--- config.mk ---
export PLATFORM = sky130hd
export DESIGN_NAME = track_buffer_aging_replacement_core
export DESIGN_NICKNAME = d
export VERILOG_FILES = /design/src/hdl/tbar_pkg.sv /design/src/hdl/tbar_slot_store.sv /design/src/hdl/track_buffer_aging_replacement_core.sv
export SDC_FILE = /design/constraint.sdc
export NUM_CORES = 1
export LEC_CHECK = 0
export BUFFER_PORTS_ARGS = -buffer_cell sky130_fd_sc_hd__buf_4
export CORE_MARGIN = 2
export CORE_UTILIZATION = 56
export DETAILED_ROUTE_END_ITERATION = 12
export GPL_ROUTABILITY_DRIVEN = 0
export PLACE_DENSITY_LB_ADDON = 0.15
export SETUP_SLACK_MARGIN = 0.05
export SYNTH_ARGS = -nofsm -noshare
export SYNTH_HDL_FRONTEND = slang
export SYNTH_HIERARCHICAL = 1
export SYNTH_SLANG_ARGS = --single-unit
--- constraint.sdc ---
create_clock -name i_clk -period 3.5 [get_ports i_clk]
set_input_delay 0.175 -clock i_clk [delete_from_list [all_inputs] [get_ports i_clk]]
set_output_delay 0.175 -clock i_clk [all_outputs]
set_load 0.01 [all_outputs]
--- src/hdl/tbar_pkg.sv ---
// ----------------------------------------------------------------------------
// tbar_pkg
// Shared types and constants for the track buffer aging replacement block.
// ----------------------------------------------------------------------------
package tbar_pkg;

    localparam int SLOTS      = 10;
    localparam int AGE_FLOOR  = -1000;
    localparam int SLOT_W     = $clog2(SLOTS);
    localparam int AGE_W      = $clog2(-AGE_FLOOR) + 1;
    localparam int TRACK_W    = 8;
    localparam int SLOT_OUT_W = 4;

    localparam logic signed [AGE_W-1:0] AGE_FLOOR_V = AGE_W'(AGE_FLOOR);

    localparam logic REQ_ACCESS = 1'b0;
    localparam logic REQ_CLEAR  = 1'b1;

    typedef struct packed {
        logic                    valid;
        logic [TRACK_W-1:0]      track;
        logic signed [AGE_W-1:0] age;
    } t_slot_entry;

    typedef struct packed {
        logic              rd_en;
        logic [SLOT_W-1:0] rd_addr;
        logic              wr_en;
        logic [SLOT_W-1:0] wr_addr;
        t_slot_entry       wr_data;
        logic              clr;
    } t_mem_req;

endpackage

--- src/hdl/tbar_slot_store.sv ---
// ----------------------------------------------------------------------------
// tbar_slot_store
// Slot table memory with one read and one write port, registered read data,
// and per-entry live flags that make unwritten entries read as all zero.
// ----------------------------------------------------------------------------
module tbar_slot_store (
    input  logic                  i_clk,
    input  logic                  i_rst_n,
    input  tbar_pkg::t_mem_req    i_req,
    output tbar_pkg::t_slot_entry o_rd_data
);

    tbar_pkg::t_slot_entry r_mem [tbar_pkg::SLOTS];
    logic [tbar_pkg::SLOTS-1:0] r_live;
    tbar_pkg::t_slot_entry r_rd_data;
    logic r_rd_live;

    always_ff @(posedge i_clk) begin
        if (i_req.wr_en) begin
            r_mem[i_req.wr_addr] <= i_req.wr_data;
        end
        if (i_req.rd_en) begin
            r_rd_data <= r_mem[i_req.rd_addr];
        end
    end

    always_ff @(posedge i_clk) begin
        if (!i_rst_n) begin
            r_live    <= '0;
            r_rd_live <= 1'b0;
        end else begin
            if (i_req.rd_en) begin
                r_rd_live <= r_live[i_req.rd_addr];
            end
            // clear wins: drop every entry back to its reset contents
            if (i_req.clr) begin
                r_live <= '0;
            end else if (i_req.wr_en) begin
                r_live[i_req.wr_addr] <= 1'b1;
            end
        end
    end

    assign o_rd_data = r_rd_live ? r_rd_data : '0;

endmodule

--- src/hdl/track_buffer_aging_replacement_core.sv ---
// ----------------------------------------------------------------------------
// track_buffer_aging_replacement_core
// Aging replacement table for buffered disk tracks.
// ----------------------------------------------------------------------------
// Usage:
//   Input channel (i_in_valid / o_in_ready) carries one request beat:
//   i_req_type selects an access (0) or a clear of all slots (1), i_track
//   names the track. Output channel (o_out_valid / i_out_ready) returns one
//   beat per request: o_hit = 1 when the track is already buffered, else 0
//   (fill needed, or clear done); o_slot is the slot holding or receiving it.
//   An access sweeps the slot memory through its single read port, one slot
//   a cycle: the accept step, a scan step for each slot, then an update
//   step that writes the hit or filled slot at age 0. A clear goes from
//   accept to the done state. One request is in work at a time; o_in_ready
//   is high again in the cycle after the result is loaded into the output
//   register, even if that result is still waiting to be taken.
//   A stalled receiver holds the result in the output register; a finished
//   request then waits in the done state until the output frees up.
//   Reset (synchronous, active low) clears all live flags of the table at
//   once, so every slot reads as invalid with age 0; no clearing pass runs.
// ----------------------------------------------------------------------------
module track_buffer_aging_replacement_core (
    input  logic                             i_clk,
    input  logic                             i_rst_n,
    input  logic                             i_in_valid,
    output logic                             o_in_ready,
    input  logic                             i_req_type,
    input  logic [tbar_pkg::TRACK_W-1:0]     i_track,
    output logic                             o_out_valid,
    input  logic                             i_out_ready,
    output logic                             o_hit,
    output logic [tbar_pkg::SLOT_OUT_W-1:0]  o_slot
);

    typedef enum logic [1:0] {ST_IDLE, ST_SCAN, ST_FILL, ST_DONE} t_state;

    t_state                             r_state;
    logic [tbar_pkg::SLOT_W-1:0]        r_idx;
    logic [tbar_pkg::TRACK_W-1:0]       r_trk;
    logic signed [tbar_pkg::AGE_W-1:0]  r_min_age;
    logic [tbar_pkg::SLOT_W-1:0]        r_victim;
    logic                               r_found;
    logic [tbar_pkg::SLOT_W-1:0]        r_found_idx;
    logic                               r_res_hit;
    logic [tbar_pkg::SLOT_W-1:0]        r_res_slot;
    logic                               r_out_valid;
    logic                               r_out_hit;
    logic [tbar_pkg::SLOT_OUT_W-1:0]    r_out_slot;

    tbar_pkg::t_mem_req                 mem_req;
    tbar_pkg::t_slot_entry              rd_ent;
    logic signed [tbar_pkg::AGE_W-1:0]  aged;
    logic                               in_beat;
    logic                               out_free;
    logic                               out_load;
    logic                               is_last;
    logic                               match;
    logic [tbar_pkg::SLOT_W-1:0]        sel_slot;

    tbar_slot_store u_store (
        .i_clk     (i_clk),
        .i_rst_n   (i_rst_n),
        .i_req     (mem_req),
        .o_rd_data (rd_ent)
    );

    assign o_in_ready  = (r_state == ST_IDLE);
    assign in_beat     = i_in_valid && o_in_ready;
    assign out_free    = !r_out_valid || i_out_ready;
    assign out_load    = out_free && ((r_state == ST_FILL) || (r_state == ST_DONE));
    assign is_last     = (r_idx == tbar_pkg::SLOT_W'(tbar_pkg::SLOTS - 1));
    assign match       = rd_ent.valid && (rd_ent.track == r_trk);
    assign sel_slot    = r_found ? r_found_idx : r_victim;

    // age one step unless the slot already sits at the floor
    assign aged = (rd_ent.age > tbar_pkg::AGE_FLOOR_V) ?
                  (rd_ent.age - tbar_pkg::AGE_W'(1)) : rd_ent.age;

    // memory sequencing: read slot i+1 while slot i is aged and written back
    always_comb begin
        mem_req = '0;
        unique case (r_state)
            ST_IDLE: begin
                if (in_beat) begin
                    if (i_req_type == tbar_pkg::REQ_CLEAR) begin
                        mem_req.clr = 1'b1;
                    end else begin
                        mem_req.rd_en   = 1'b1;
                        mem_req.rd_addr = '0;
                    end
                end
            end
            ST_SCAN: begin
                mem_req.wr_en         = 1'b1;
                mem_req.wr_addr       = r_idx;
                mem_req.wr_data.valid = rd_ent.valid;
                mem_req.wr_data.track = rd_ent.track;
                mem_req.wr_data.age   = aged;
                if (!is_last) begin
                    mem_req.rd_en   = 1'b1;
                    mem_req.rd_addr = r_idx + tbar_pkg::SLOT_W'(1);
                end
            end
            ST_FILL: begin
                // hit and fill both leave the slot valid, on this track, age 0
                mem_req.wr_en         = 1'b1;
                mem_req.wr_addr       = sel_slot;
                mem_req.wr_data.valid = 1'b1;
                mem_req.wr_data.track = r_trk;
                mem_req.wr_data.age   = '0;
            end
            ST_DONE: begin
                mem_req = '0;
            end
            default: begin
                mem_req = '0;
            end
        endcase
    end

    always_ff @(posedge i_clk) begin
        if (!i_rst_n) begin
            r_state     <= ST_IDLE;
            r_out_valid <= 1'b0;
            r_found     <= 1'b0;
            r_idx       <= '0;
        end else begin
            // drop the beat once taken, unless a new one loads in this cycle
            if (r_out_valid && i_out_ready && !out_load) begin
                r_out_valid <= 1'b0;
            end
            unique case (r_state)
                ST_IDLE: begin
                    if (in_beat) begin
                        r_trk   <= i_track;
                        r_found <= 1'b0;
                        r_idx   <= '0;
                        if (i_req_type == tbar_pkg::REQ_CLEAR) begin
                            r_res_hit  <= 1'b0;
                            r_res_slot <= '0;
                            r_state    <= ST_DONE;
                        end else begin
                            r_state <= ST_SCAN;
                        end
                    end
                end
                ST_SCAN: begin
                    // first lowest age wins ties, last match wins hits
                    if ((r_idx == '0) || (aged < r_min_age)) begin
                        r_min_age <= aged;
                        r_victim  <= r_idx;
                    end
                    if (match) begin
                        r_found     <= 1'b1;
                        r_found_idx <= r_idx;
                    end
                    if (is_last) begin
                        r_state <= ST_FILL;
                    end else begin
                        r_idx <= r_idx + tbar_pkg::SLOT_W'(1);
                    end
                end
                ST_FILL: begin
                    if (out_free) begin
                        r_out_valid <= 1'b1;
                        r_out_hit   <= r_found;
                        r_out_slot  <= tbar_pkg::SLOT_OUT_W'(sel_slot);
                        r_state     <= ST_IDLE;
                    end else begin
                        r_res_hit  <= r_found;
                        r_res_slot <= sel_slot;
                        r_state    <= ST_DONE;
                    end
                end
                ST_DONE: begin
                    if (out_free) begin
                        r_out_valid <= 1'b1;
                        r_out_hit   <= r_res_hit;
                        r_out_slot  <= tbar_pkg::SLOT_OUT_W'(r_res_slot);
                        r_state     <= ST_IDLE;
                    end
                end
                default: begin
                    r_state <= ST_IDLE;
                end
            endcase
        end
    end

    assign o_out_valid = r_out_valid;
    assign o_hit       = r_out_hit;
    assign o_slot      = r_out_slot;

`ifndef SYNTH
    a_scan_in_range: assert property (@(posedge i_clk) disable iff (!i_rst_n)
        (r_state == ST_SCAN) |-> (r_idx <= tbar_pkg::SLOT_W'(tbar_pkg::SLOTS - 1)))
        else $error("scan index beyond slot table");

    a_no_rw_overlap: assert property (@(posedge i_clk) disable iff (!i_rst_n)
        (mem_req.wr_en && mem_req.rd_en) |-> (mem_req.wr_addr != mem_req.rd_addr))
        else $error("read and write hit the same slot in one cycle");

    a_access_starts_scan: assert property (@(posedge i_clk) disable iff (!i_rst_n)
        (in_beat && (i_req_type == tbar_pkg::REQ_ACCESS)) |=> (r_state == ST_SCAN))
        else $error("access beat did not start a scan");

    a_busy_not_ready: assert property (@(posedge i_clk) disable iff (!i_rst_n)
        (r_state == ST_FILL) |=> !(r_state == ST_SCAN))
        else $error("update step followed by a scan without a new beat");
`endif

endmodule
## Word level (Yosys, flattened, before mapping)

Memories as Yosys holds them, arrays and structs flattened. A register that Yosys moved wholly into a read port is not among the register bits.
Index checks and enable logic that the tools add are counted.

- Memory bits (writable): 200
- Input bits: 13
- Output and inout bits: 7
- Bits in latches: 0
- Bits in registers: 56
- Memories: 1
- Memory bits (read-only): 0
- Logic and storage cells: 109

- Eq/ne operators: 13
- $lt $le $gt $ge: 5
- Bitwise gates (word level): 2
- Divide/modulo/power cells: 0
- Reductions and logical operators: 26
- Shift operators: 0
- Muxes and demuxes: 46
- Multiply operators: 0
- $add $sub $neg: 2

Memory list:

| memory | depth | width | read ports | clocked after Yosys merged registers in | wr ports | RTL line | source |
|---|---|---|---|---|---|---|---|
| u_store.r_mem | 10 | 20 | 1 | 1 | 1 | tbar_slot_store.sv:13 | `tbar_pkg::t_slot_entry r_mem [tbar_pkg::SLOTS];` |

Operators with widths:

| operator | count |
|---|---|
| one-hot mux 25 bit (2 select lines) | 1 |
| two-way mux 4 bit | 8 |
| one-hot mux 4 bit (2 select lines) | 3 |
| two-way mux 20 bit | 1 |
| AND reduction 3 bit | 6 |
| two-way mux 1 bit | 17 |
| two-way mux 5 bit | 3 |
| != test 2 bit, second input constant | 6 |
| > comparator 11 bit, second input constant | 1 |
| less-than comparator 11 bit | 1 |
| two-way mux 11 bit | 1 |
| subtractor 11 x 2 -> 11 bit, second input constant | 1 |
| less-than comparator 4 x 5 -> 1 bit, second input constant | 2 |
| two-way mux 2 bit | 5 |
| OR 10 bit | 1 |
| one-hot mux 5 bit (2 select lines) | 1 |
| equality test 8 bit | 1 |
| one-hot mux 2 bit (4 select lines) | 1 |
| logical AND 1 bit | 6 |
| one-hot mux 1 bit (2 select lines) | 3 |
| nonzero test 2 bit | 3 |
| AND reduction 5 bit | 1 |
| adder 4 x 1 -> 4 bit, second input constant | 1 |
| binary-select mux 1 bit (select 4 bit) | 1 |
| 13 further kinds | 19 |

## Longest topological paths before layout

Gate-level depths: netlist of the first run.

- Word-level depth: 9
- Gate-level depth with buffers: 14
- Depth with buffers taken out: 13

## Hierarchy

Netlist of the first run, hierarchy kept.

By module, submodules not included:

| module | sequential area each (um2) | cells each | times used | area each (um2) |
|---|---|---|---|---|
| tbar_slot_store | 6826.5 | 436 | 1 | 8774.7 |
| track_buffer_aging_replacement_core | 1271.2 | 260 | 1 | 2733.9 |

## Worst setup path after synthesis of the first run

OpenSTA, ideal clock, no wires.

- Path type: reg-to-reg
- Start: reg r_state[1]
- End: mem u_store/r_mem[0][0] (netlist bit), enable pin
- Data required time: 3.075 ns
- Data arrival time: 3.279 ns
- Buffers on the path: 2
- Path slack: -0.203 ns
- Stages on the path, launching flop included: 10
- Clock period less this slack: 3.703 ns
- Setup time: 0.425 ns
- Cells stage by stage: dfxtp_1 > inv_1 > ha_1 > clkbuf_1 > and2_1 > clkbuf_1 > nand2_1 > o21ai_0 > or3b_2 > nor3_1

RTL lines:

| what | RTL line | source |
|---|---|---|
| start, declared | track_buffer_aging_replacement_core.sv:37 | `t_state r_state;` |
| start signal, assigned | track_buffer_aging_replacement_core.sv:123 | `r_state <= ST_IDLE;` |
| start signal, assigned | track_buffer_aging_replacement_core.sv:141 | `r_state <= ST_DONE;` |
| start signal, assigned | track_buffer_aging_replacement_core.sv:143 | `r_state <= ST_SCAN;` |
| end, declared | tbar_slot_store.sv:13 |  |

==> flow_metrics.py, run 1 <==
metrics = {
    "outcome": {
        "status": "complete, no violations",
    },
    "clock_network": {
        "htreeDepth": 1,
        "cts_sinks": 276,
        "clock_latency_ns": 0.53,
        "numCtsBuffers": 27,
        "cts_tree": "built",
        "cts.clk_slew.worst_paths_ns": 0.06,
        "cts_max_path_buffers": 3,
        "root_buffer": "clkbuf_16",
    },
    "run": {
        "maxCapViolCount": 0,
    },
    "synthesis": {
        "synthCells": 696,
        "synth.distinct_cells": 59,
        "ys_seq_area_share_pct": 70.4,
        "synth_top_area_share_pct": 67.1,
        "yosys.area.top_type": "edfxtp_1",
        "syn-num-nets": 727,
        "synth_ff_type": "edfxtp_1",
        "synthTopCellsByCount": "257 x edfxtp_1, 43 x nand2_1, 40 x mux4_2",
        "synth_area_um2": 11500,
        "synth_seq_cells": 276,
        "syn_area_per_cell_um2": 16.5,
        "synth_edf_count": 257,
        "yosysWarnings": 6,
        "ys_top_cells_by_area": "edfxtp_1 67%, mux4_2 7.8%, dfxtp_1 3.3%",
        "async_reset_ff_share_pct": 0,
        "yosysMostFrequentCell": "edfxtp_1",
    },
    "floorplan": {
        "die_area_um2": 21700,
        "rows": 52,
        "coreArea_um2": 20200,
        "fp.dieW_um": 147,
        "initial_core_util_pct": 57.1,
        "chipHeight_um": 147,
        "ios": 20,
    },
    "worst_hold_path": {
        "holdPathStages": 5,
        "min_path_type": "in -> reg",
    },
    "placement": {
        "dpl.hpwl_mm": 13.5,
        "portBuffers": 19,
        "preCtsSetupSlack_ns": 0.174,
    },
    "drt": {
        "vias_per_cell": 5.98,
        "vias": 6200,
        "drc": 0,
        "routedWlPerCell_um": 22.4,
        "firstDrtPassIters": 5,
        "ant_nets": 0,
        "drt_iter0_markers": 508,
        "routed_wirelength_mm": 23.2,
    },
    "timing": {
        "min_period_ns": 3.24,
        "setup_slack_ns": 0.255,
        "setup_viol": 0,
        "hold_violations": 0,
        "clock_skew_ns": 0.00885,
        "fmax_mhz": 308,
        "tns_ns": 0,
        "rsz0062_at_grt": "false",
        "slew_headroom_pct": 47.5,
        "slew_violations": 0,
        "min_period_over_period_pct": 92.7,
        "worst_pin_slew_ns": 0.787,
    },
    "worst_setup_path": {
        "cpPeakStageDelay_ns": 0.38,
        "crit_type": "reg -> reg",
        "end_kind": "flop",
        "cp-start-kind": "flop",
        "cp_cell_sequence": "and2_1 > inv_1 > ha_2 > nand2_1 > nor2_1 > mux2_2 > ha_1 > and2_1 > a221oi_2 > o221ai_1 > a21oi_1 > o311a_1 > buf_4",
        "cp_max_fo": 12,
        "crit_slowest_cell": "mux2_2",
        "worstRegToRegCells": 13,
        "crit_required_ns": 3.73,
        "cp_common_cell": "and2_1",
        "critical_path_arrival_ns": 3.48,
    },
    "global_routing": {
        "track_usage_pct": 22.1,
        "grt_overflow_total": 0,
        "grt_pass1_vias": 6370,
        "grt_pass1_wl_mm": 36.2,
        "grt_max_degree": 36,
        "antenna_found_initial": 0,
    },
    "finish": {
        "drive_above_1_share_pct": 19.9,
        "nets": 783,
        "diodes": 0,
        "postLayoutCoreUtil_pct": 65.3,
        "area_growth_pct": 14.5,
    },
    "power_and_ir_drop": {
        "power.leakage_nw": 4.49,
        "irDropWorstVdd_mv": 0.489,
        "power.density_nw_per_um2": 792,
    },
}
## power by group
part	switching, W	total [W]	internal (W)
sequential	0.000115	0.00447	0.00436
combinational	0.00173	0.00293	0.00120
clock	0.00113	0.00303	0.00191
## kinds of logic (layout without fill, tap and decap cells)
kind of cell               after synthesis  in the layout  share of synthesized area, %
DFF                                    276            276                          70.4
buffers and inverters                   58            129                          2.24
xor gates and xnor gates                15             15                          1.21
adders and majority gates               18             18                          1.96
and+or+nand+nor                        170            170                          8.06
AOI/OAI and AO/OA                      102            102                          6.69
muxes                                   57             57                          9.49
## state kept, by name, indices dropped and copies added (netlist names), 8 cells and up
register and count:
u_store/r_rd_data 20, u_store/r_mem 200, r_min_age 11, r_trk 8, u_store/r_live 10
## routing by layer
layer | vias up | track usage (%) | wire length [µm]
met4 | 0 | 6.73 | 578
li1 | 2804 | - | -
met2 | 180 | 36.4 | 11400
met1 | 3168 | 31.3 | 9960
met5 | - | 0 | 0
met3 | 48 | 2.86 | 1260
## worst max-delay path: cells and delay by family (launching register included)
kind / cells / cell delay [ns]
and+or+nand+nor: 4 / 0.55
DFF: 1 / 0.36
adders and majority gates: 2 / 0.57
AOI/OAI and AO/OA: 4 / 0.78
buffers and inverters: 2 / 0.32
muxes: 1 / 0.38
## placed cells by master (no fill, tap or decap), drive strengths merged, types with 3 or more instances in the layout
cell         synthesis  layout
bufinv               0       7
mux4                41      41
a21o                 3       3
dfxtp               19      19
buf                 10      49
clkbuf              21      30
nor2b               12      12
ha                  18      18
mux2                 4       4
clkinv               0       6
nand3                5       5
nor3                 6       6
inv                 27      27
nor2                24      24
a22o                 8       8
mux2i               12      12
a22oi               20      20
xnor2                7       7
nand3b               5       5
nand2b              24      24
edfxtp             257     257
o21a                11      11
and3                 4       4
and2                38      38
dlygate4sd3          0       9
o21ai                7       7
nand2               43      43
a21oi               11      11
xor2                 8       8
o211ai              22      22
## cell type report
cell class              instances  area, µm²
multi-input cells             362       3230
fillers                      1431       6990
flip-flops and latches        276       8100
repair buffers                 58        483
inverters                      27        101
clock inverters                14        240
clock buffers                  30        687
well taps                     270        338
## what timing repair did
item,CTS,global route
endpoints found under the hold margin,15,0
buffers inserted,0,4
setup endpoints to repair,0,15
hold buffers,9,0
resized for setup,0,5
## final timing paths
path | start | endpoint | slack (ns)
hold / removal | i_req_type | r_state[1]$_SDFFE_PN0P_ | 0.1
hold reg to reg | u_store/r_live[2]$_SDFFE_PP0P_ | u_store/r_live[2]$_SDFFE_PP0P_ | 0.46
setup / recovery | u_store/r_rd_live$_SDFFE_PN0P_ | r_min_age[2]$_DFFE_PP_ | 0.26
setup reg to reg | u_store/r_rd_live$_SDFFE_PN0P_ | r_min_age[2]$_DFFE_PP_ | 0.26
## through the flow
stage	total power (W)	area, µm²	std cells	hold slack [ns]
after global routing	0.0109	13200	1037	0.106
after global placement	0.00732	12100	980	0.355
after floorplan	0.00657	11500	696	0.274
final	0.0104	13200	1037	0.100
after CTS	0.0105	13100	1033	0.0847
after detailed placement	0.00741	12100	980	0.355
Note: power is estimated with default switching activity, not from simulation.
==> inputs of run 2 (changes only) <==
- CORE_ASPECT_RATIO: unset -> 0.6
==> run 2 against run 1 <==
  * Sequential power barely moved
  * Die area is 0.18% higher
  * First-iteration DRC count is 18% higher
==> flow_metrics.py, run 2 (synthesis results as in run 1) <==
metrics = {
    "outcome": {
        "status": "complete, no violations",
    },
    "worst_setup_path": {
        "r2r-end": "r_victim[0]$_DFFE_PP_",
        "r2r_slack_ns": 0.20,
        "worstRegToRegCells": 12,
        "crit_required_ns": 3.73,
        "crit_path_start": "u_store/r_rd_data[4]$_DFFE_PP_",
        "end_kind": "flop",
        "r2r-start": "u_store/r_rd_data[4]$_DFFE_PP_",
        "cp_max_fo": 13,
        "critical_path_arrival_ns": 3.54,
        "crit_type": "reg -> reg",
        "cp-start-kind": "flop",
    },
    "finish": {
        "diodes": 0,
        "final_cell_mix": "257 x edfxtp_1, 46 x buf_4, 43 x nand2_1, 40 x mux4_2, 36 x and2_1",
        "regMostFlops": "u_store/r_mem",
        "multi_input_area_um2": 3250,
        "drive_above_1_share_pct": 20.6,
        "layout_commonest_cell": "edfxtp_1",
        "stdcell_area_um2": 13100,
        "ff_latch_area_um2": 8100,
        "area_growth_pct": 13.9,
        "postLayoutCoreUtil_pct": 65.3,
        "final.fill_count": 1369,
        "largestRegisters": "u_store/r_mem x200, u_store/r_rd_data x20, r_min_age x11",
        "largest_register_ff_count": 200,
        "nets": 780,
    },
    "placement": {
        "dpl_cell_area_um2": 12100,
        "dpl.hpwl_mm": 14.6,
        "portBuffers": 19,
    },
    "timing": {
        "whs_ns": 0.0818,
        "rsz0062_at_grt": "false",
        "setup_viol": 0,
        "slew_violations": 0,
        "min_period_ns": 3.30,
        "slew_headroom_pct": 45.0,
        "clock_skew_ns": 0.00916,
        "hold_violations": 0,
        "tns_ns": 0,
        "fmax_mhz": 303,
        "worst_pin_slew_ns": 0.825,
        "min_period_over_period_pct": 94.4,
    },
    "drt": {
        "drc": 0,
        "routed_wirelength_mm": 23.8,
        "vias_per_cell": 5.96,
        "drt_iter0_markers": 601,
        "vias": 6202,
        "firstDrtPassIters": 5,
        "ant_nets": 0,
        "routedWlPerCell_um": 22.9,
    },
    "global_routing": {
        "antenna_found_initial": 0,
        "grt_max_degree": 61,
        "grt_pass1_vias": 6348,
        "grt_pass1_wl_mm": 37.2,
        "track_usage_pct": 22.9,
        "grt_overflow_total": 0,
    },
    "clock_network": {
        "numCtsBuffers": 25,
        "cts_sinks": 276,
        "cts_tree": "built",
        "cts_max_path_buffers": 3,
        "cts.clk_slew.worst_paths_ns": 0.06,
        "htreeDepth": 1,
        "clock_latency_ns": 0.52,
        "root_buffer": "clkbuf_16",
    },
    "floorplan": {
        "coreArea_um2": 20100,
        "chipHeight_um": 115,
        "initial_core_util_pct": 57.3,
        "ios": 20,
        "rows": 40,
        "die_area_um2": 21800,
        "fp.dieW_um": 189,
    },
    "power_and_ir_drop": {
        "irDropWorstVdd_mv": 0.666,
        "power.density_nw_per_um2": 782,
        "power.leakage_nw": 4.47,
    },
    "run": {
        "maxCapViolCount": 0,
    },
    "worst_hold_path": {
        "holdPathStages": 5,
        "min_path_type": "in -> reg",
        "hp-start": "i_req_type",
        "min_delay_worst_endpoint": "r_state[1]$_SDFFE_PN0P_",
    },
}
run 2: how the worst max path moves through the flow:
stage | cells past startpoint | slack (ns) | end
5_1_grt | 12 | 0.01 | r_victim[2]$_DFFE_PP_
4_1_cts | 14 | 0.11 | r_victim[0]$_DFFE_PP_
6_report | 12 | 0.20 | r_victim[0]$_DFFE_PP_
3_5_place_dp | 14 | -0.08 | r_victim[2]$_DFFE_PP_
3_3_place_gp | 14 | 0.19 | r_victim[0]$_DFFE_PP_
2_1_floorplan | 9 | 0.05 | u_store/r_mem[8][0]$_DFFE_PP_
run 2: metal layers:
| layer | part of all wire, % | vias to the layer above | track usage [%] | wire, µm |
|---|---|---|---|---|
| met2 | 46 | 209 | 36.4 | 11000 |
| met1 | 46 | 3159 | 34.4 | 11000 |
| met3 | 6.5 | 28 | 3.60 | 1550 |
| met4 | 1.1 | 0 | 4.06 | 274 |
| li1 | - | 2806 | - | - |
| met5 | 0 | - | 0 | 0 |
run 2: power breakdown:
group / switching [W] / internal (W)
sequential: 0.000118 / 0.00436
combinational: 0.00177 / 0.00119
clock: 0.00115 / 0.00167
run 2: final cells by class:
cell class	count	area share [%]
sequential	276	61.8
timing repair buffer	57	3.63
multi-input combinational	362	24.8
clock buffer	28	4.86
clock inverter	17	1.56
inverter	27	0.773
tap	273	2.61
run 2: critical path, cell delays in order, from the launching register on:
cell      delay, ns
edfxtp_1       0.37
and2_1         0.24
nor3_4         0.25
nand2_1        0.13
nor2_1         0.14
mux2_2         0.38
ha_1           0.31
and2_1         0.18
a221oi_2       0.30
o221ai_2       0.17
a21oi_2        0.14
o311a_1        0.25
buf_12         0.16
run 2: through the flow:
stage	cells	worst slack, ns	total power (W)
2_1_floorplan	696	0.0522	0.00657
3_3_place_gp	984	0.192	0.00729
3_5_place_dp	984	-0.0755	0.00739
4_1_cts	1039	0.109	0.0103
5_1_grt	1040	0.0119	0.0108
6_report	1040	0.197	0.0103
run 2: timing repair:
item / CTS / global route
pin swaps: 0 / 4
hold endpoints to repair: 11 / 0
endpoints found under the setup margin: 15 / 15
resized for setup: 2 / 9
setup buffers: 1 / 1
hold buffers: 9 / 0
